$ cat config.mk
export PLATFORM = sky130hd
export DESIGN_NAME = llc_ctrl
export DESIGN_NICKNAME = d
export VERILOG_FILES = /design/src/llc_pkg.sv /design/src/llc_ctrl.sv
export SDC_FILE = /design/constraint.sdc
export NUM_CORES = 1
export LEC_CHECK = 0
export BUFFER_PORTS_ARGS = -buffer_cell sky130_fd_sc_hd__buf_2
export CORE_MARGIN = 2
export CORE_UTILIZATION = 45
export CTS_BUF_LIST = sky130_fd_sc_hd__clkbuf_4 sky130_fd_sc_hd__clkbuf_8
export CTS_CLUSTER_DIAMETER = 40
export DETAILED_ROUTE_END_ITERATION = 8
export HOLD_SLACK_MARGIN = 0.02
export PLACE_DENSITY = 0.81
export SYNTH_ARGS = -nofsm -noshare
export SYNTH_HDL_FRONTEND = slang
export SYNTH_SLANG_ARGS = --single-unit
export TNS_END_PERCENT = 10
$ cat constraint.sdc
create_clock -name clk -period 1.58 [get_ports clk]
set_input_delay 0.158 -clock clk [delete_from_list [all_inputs] [get_ports clk]]
set_output_delay 0.158 -clock clk [all_outputs]
set_load 0.005 [all_outputs]
$ cat src/llc_pkg.sv
// Shared types and constants for the loopback latency compensator
package llc_pkg;

    localparam int DELAY_DEPTH = 65536;
    localparam int CHANNELS    = 7;
    localparam int HISTORY_LEN = 8;
    localparam int AW          = $clog2(DELAY_DEPTH);
    localparam int CW          = (CHANNELS > 1) ? $clog2(CHANNELS) : 1;
    localparam int HW          = $clog2(HISTORY_LEN);
    localparam int SW          = 24 + HW;
    localparam logic [23:0] MAX24 = 24'hFFFFFF;

    typedef enum logic [2:0] {
        REG_PULSE_LENGTH = 3'd0,
        REG_MIN_TIMEOUT  = 3'd1,
        REG_TIMEOUT_STEP = 3'd2,
        REG_MAX_TIMEOUT  = 3'd3,
        REG_HIGH_THRESH  = 3'd4,
        REG_LOW_THRESH   = 3'd5
    } reg_index_t;

    typedef struct packed {
        logic signed [15:0] loop_level;
        logic               loop_patched;
        logic               mirror_enable;
        logic [23:0]        mirror_delay;
        logic               reset_pressed;
        logic signed [15:0] chan0_in;
        logic signed [15:0] chan1_in;
        logic signed [15:0] chan2_in;
        logic signed [15:0] chan3_in;
        logic signed [15:0] chan4_in;
        logic signed [15:0] chan5_in;
        logic signed [15:0] chan6_in;
    } in_item_t;

    typedef struct packed {
        logic               loop_pulse;
        logic [23:0]        measured_delay;
        logic               new_measurement;
        logic signed [15:0] chan0_out;
        logic signed [15:0] chan1_out;
        logic signed [15:0] chan2_out;
        logic signed [15:0] chan3_out;
        logic signed [15:0] chan4_out;
        logic signed [15:0] chan5_out;
        logic signed [15:0] chan6_out;
    } out_item_t;

    // controller -> datapath
    typedef struct packed {
        logic          load;     // capture item, run measurement update
        logic          hist_add; // accumulate history entry hist_idx
        logic [HW-1:0] hist_idx;
        logic          finish;   // apply mean and timeout
        logic          tap;      // access store for channel ch
        logic [CW-1:0] ch;
        logic          advance;  // bump write pointer
    } llc_cmd_t;

    // datapath -> controller
    typedef struct packed {
        logic recorded;
        logic delay_nz;
    } llc_sts_t;

endpackage

$ cat src/llc_ctrl.sv
// Sequencer for the loopback latency compensator
module llc_ctrl (
    input  logic                clk,
    input  logic                rst_n,
    input  logic                in_valid,
    output logic                in_ready,
    output logic                out_valid,
    input  logic                out_ready,
    input  llc_pkg::llc_sts_t   sts,
    output llc_pkg::llc_cmd_t   cmd
);

    typedef enum logic [2:0] {
        S_IDLE, S_HIST, S_FIN, S_TAP, S_DRAIN, S_DONE
    } state_t;

    state_t                    state_reg;
    logic [llc_pkg::HW-1:0]    cnt_reg;
    logic [llc_pkg::CW:0]      ch_reg;
    logic                      ovalid_reg;

    assign in_ready  = (state_reg == S_IDLE) && !ovalid_reg;
    assign out_valid = ovalid_reg;

    always_comb
    begin
        cmd          = '0;
        cmd.load     = in_valid && in_ready;
        cmd.hist_idx = cnt_reg;
        cmd.hist_add = (state_reg == S_HIST);
        cmd.finish   = (state_reg == S_FIN);
        cmd.ch       = ch_reg[llc_pkg::CW-1:0];
        cmd.tap      = (state_reg == S_TAP);
        cmd.advance  = (state_reg == S_DRAIN);
    end

    always_ff @(posedge clk or negedge rst_n)
    begin
        if (!rst_n)
        begin
            state_reg  <= S_IDLE;
            cnt_reg    <= '0;
            ch_reg     <= '0;
            ovalid_reg <= 1'b0;
        end
        else
        begin
            if (ovalid_reg && out_ready)
                ovalid_reg <= 1'b0;
            case (state_reg)
                S_IDLE:
                    if (cmd.load)
                    begin
                        cnt_reg   <= '0;
                        ch_reg    <= '0;
                        state_reg <= S_HIST;
                    end
                S_HIST:
                    if (!sts.recorded)
                        state_reg <= S_FIN;
                    else
                    begin
                        cnt_reg <= cnt_reg + 1'b1;
                        if (cnt_reg == llc_pkg::HW'(llc_pkg::HISTORY_LEN - 1))
                            state_reg <= S_FIN;
                    end
                S_FIN:
                    state_reg <= sts.delay_nz ? S_TAP : S_DONE;
                S_TAP:
                begin
                    ch_reg <= ch_reg + 1'b1;
                    if (ch_reg == (llc_pkg::CW + 1)'(llc_pkg::CHANNELS - 1))
                        state_reg <= S_DRAIN;
                end
                S_DRAIN:
                    state_reg <= S_DONE;
                S_DONE:
                begin
                    ovalid_reg <= 1'b1;
                    state_reg  <= S_IDLE;
                end
                default:
                    state_reg <= S_IDLE;
            endcase
        end
    end

    a_no_accept_busy: assert property (@(posedge clk) disable iff (!rst_n)
        (state_reg != S_IDLE) |-> !in_ready)
        else $error("ready while busy");
    a_out_after_done: assert property (@(posedge clk) disable iff (!rst_n)
        (state_reg == S_DONE) |=> out_valid)
        else $error("result missing");
    a_single_result: assert property (@(posedge clk) disable iff (!rst_n)
        cmd.load |-> !out_valid)
        else $error("accept with pending result");

endmodule

==> out/results.txt <==
status -> complete, no violations
Yosys reg bits -> 11
Mean Syn Cell Area -> 9.96 um^2
Die X-Extent -> 44.5 um
top cells by area, synth -> dfrtp_1, ha_1, buf_6, buf_4, nand2_1
critical path fanouts, max -> 7
Worst path max stage delay -> 0.39 ns
FMAX -> 669 MHz
clock sink count -> 11
P_sw -> 0.000598 W
Slew @ Worst Pin -> 0.282 ns
Nets -> 104
post-layout min period -> 1.50 ns
Mapped Cells -> 74
Seq/Total Area, Yosys -> 0.374
critical path launch point type -> flop
TritonCTS Buffers -> 3
Clock power frac -> 0.139
distinct cell type count after synthesis -> 35
YS warnings -> 0
fraction of power consumed by sequential logic -> 0.335
final hold slack -> 0.0787 ns
max_cap viols -> 0
routed wire length -> 1420 um
via count -> 567
internal power -> 0.000893 W
Setup TNS Final -> 0 ns
DR WL/cell -> 13.0 um
first-pass GRT wire length -> 2380 um
setup violators final -> 0
max reg flops -> 4
Pleak -> 0.459 nW
fillers -> 145
crit-path cells -> nor4_2 -> and2_4 -> buf_2
RSZ-0062 raised after global routing -> no
Critical-path top delay cell -> dfrtp_1
Yosys top cell area share -> 0.374
die area -> 1980 um^2
Routed met2 length -> 698 um
pwr/cell area -> 1760 nW/um^2
Cell Area, Synth -> 737 um^2
GPL Wtd Cong -> 0.750
Area Growth Syn to Fin -> 15.1%
top sig layer -> met4
HP Class -> input port to flop
part of the power in combinational logic -> 0.527
DR vias/cell -> 5.20
Synth Net Count -> 84
critical path class -> flop to output port
Post-synth EDFFs -> 0
CP delay by family, top -> simple AND/OR/NAND/NOR gates
drc violations -> 0
Initial Utilization -> 0.484
fin. max-slew vios -> 0
vias in the first global route -> 545
TritonCTS clock tree -> done
DRT antenna net count -> 0
diode count -> 0
CTS max path bufs -> 2
I/O Buffers -> 18
final period utilization -> 0.946
met3 wire len -> 66 um
met1 wire length -> 634 um
CP endpoint kind -> output port
Post-DP HPWL -> 1080 um
Core ar. -> 1520 um^2
largest area contributor in the netlist -> dfrtp_1
Clock Skew -> 0.00426 ns
# rows -> 14
clk_lat worst skew -> 0.27 ns
Synth Flop Type -> dfrtp_1
grt ovf -> 0
pin count of the biggest net entering global routing -> 13
maximum VDD drop -> 0.917 mV
ys async rst share -> 1.00
initial DRC count -> 7
clock slew at reported path FFs -> 0.07 ns
Switching Share -> 0.401
Critical Path AT -> 1.34 ns
final core occ -> 0.557
die height -> 44.5 um
layout cell share with drive strength beyond 1 -> 0.376
root buffer cell -> clkbuf_4
H-tree depth -> 1
Slew headroom -> 0.812
first-pass iteration count of the detailed router -> 3
io pins -> 19
crit path buf inv count -> 1
Fin. Hold Viols -> 0
GR Util All Layers -> 0.172
initial antenna violation count -> 0
Critical Path RT -> 1.42 ns
[synth_stat cells, types with 2 or more instances]
master,number
inv_1,6
buf_6,3
nor2_1,5
o21ai_2,2
buf_4,4
o21ai_0,3
dfrtp_1,11
nand2_1,8
nand2b_1,2
and2b_2,2
ha_1,4
[path summary, 6_finish.rpt]
check	slack, ns	endpoint	start	cells after the start
worst min register to register	0.55	ch_reg[3]	ch_reg[3]	2
worst max register to register	0.24	state_reg[1]	cnt_reg[0]	5
worst min-delay path	0.08	out_valid	out_ready	2
min in group asynchronous	0.27	state_reg[2]	rst_n	2
max in group asynchronous	1.11	ch_reg[0]	rst_n	2
worst max-delay path	0.08	cmd[10]	state_reg[2]	3
[cell type report]
cell class	instances	area [um^2]	share of cell area
multi-input combinational	50	378	0.445
sequential	11	275	0.324
timing repair buffer	22	123	0.145
clock buffer	4	30.0	0.0354
inverter	6	22.5	0.0265
tap	16	20.0	0.0236
[logic make-up (layout without fill, tap and decap cells)]
group                      after synthesis  in the layout  synth area share
AOI/OAI and AO/OA                       15             15             0.158
xor gates and xnor gates                 2              2            0.0238
adders and majority gates                4              4            0.0679
buffers and inverters                   13             32             0.117
DFF                                     11             11             0.374
and+or+nand+nor                         29             29             0.260
[per-stage QoR]
step / setup slack [ns] / area, um^2 / power [W] / cells
floorplan: 0.328 / 737 / 0.00110 / 74
global placement: 0.239 / 806 / 0.00125 / 104
detailed placement: 0.189 / 806 / 0.00128 / 104
CTS: 0.00576 / 847 / 0.00150 / 109
global route: 0.0155 / 848 / 0.00162 / 109
finish: 0.0846 / 848 / 0.00149 / 109
[repair_timing]
item / 4_1_cts / 5_1_grt
resized for setup: 1 / 1
hold buffers: 1 / 0
buffers inserted: 0 / 0
setup endpoints to repair: 1 / 1
endpoints found under the hold margin: 11 / 0
[power groups by stage]
stage	registers, W	clock network [W]	logic (W)
after floorplan	0.000502	0	0.000602
after global placement	0.000495	0	0.000754
after detailed placement	0.000506	0	0.000775
after CTS	0.000501	0.000212	0.000788
after global routing	0.000518	0.000228	0.000873
final	0.000499	0.000207	0.000785
[placed cells by master (no fill, tap or decap), drive strengths merged, types with 2 or more instances in the layout]
cell type,instances
ha,4
inv,6
o21bai,2
nor2,5
dfrtp,11
and2b,2
o22ai,2
nand2b,2
buf,21
clkbuf,4
nand2,8
nand3b,2
o21ai,5
[routing by layer]
metal,global-route usage,vias to the layer above
li1,-,289
met1,0.198,259
met2,0.284,17
met3,0.0612,2
met4,0.0727,0
met5,0,-
Power figures use the tool's default switching activity.
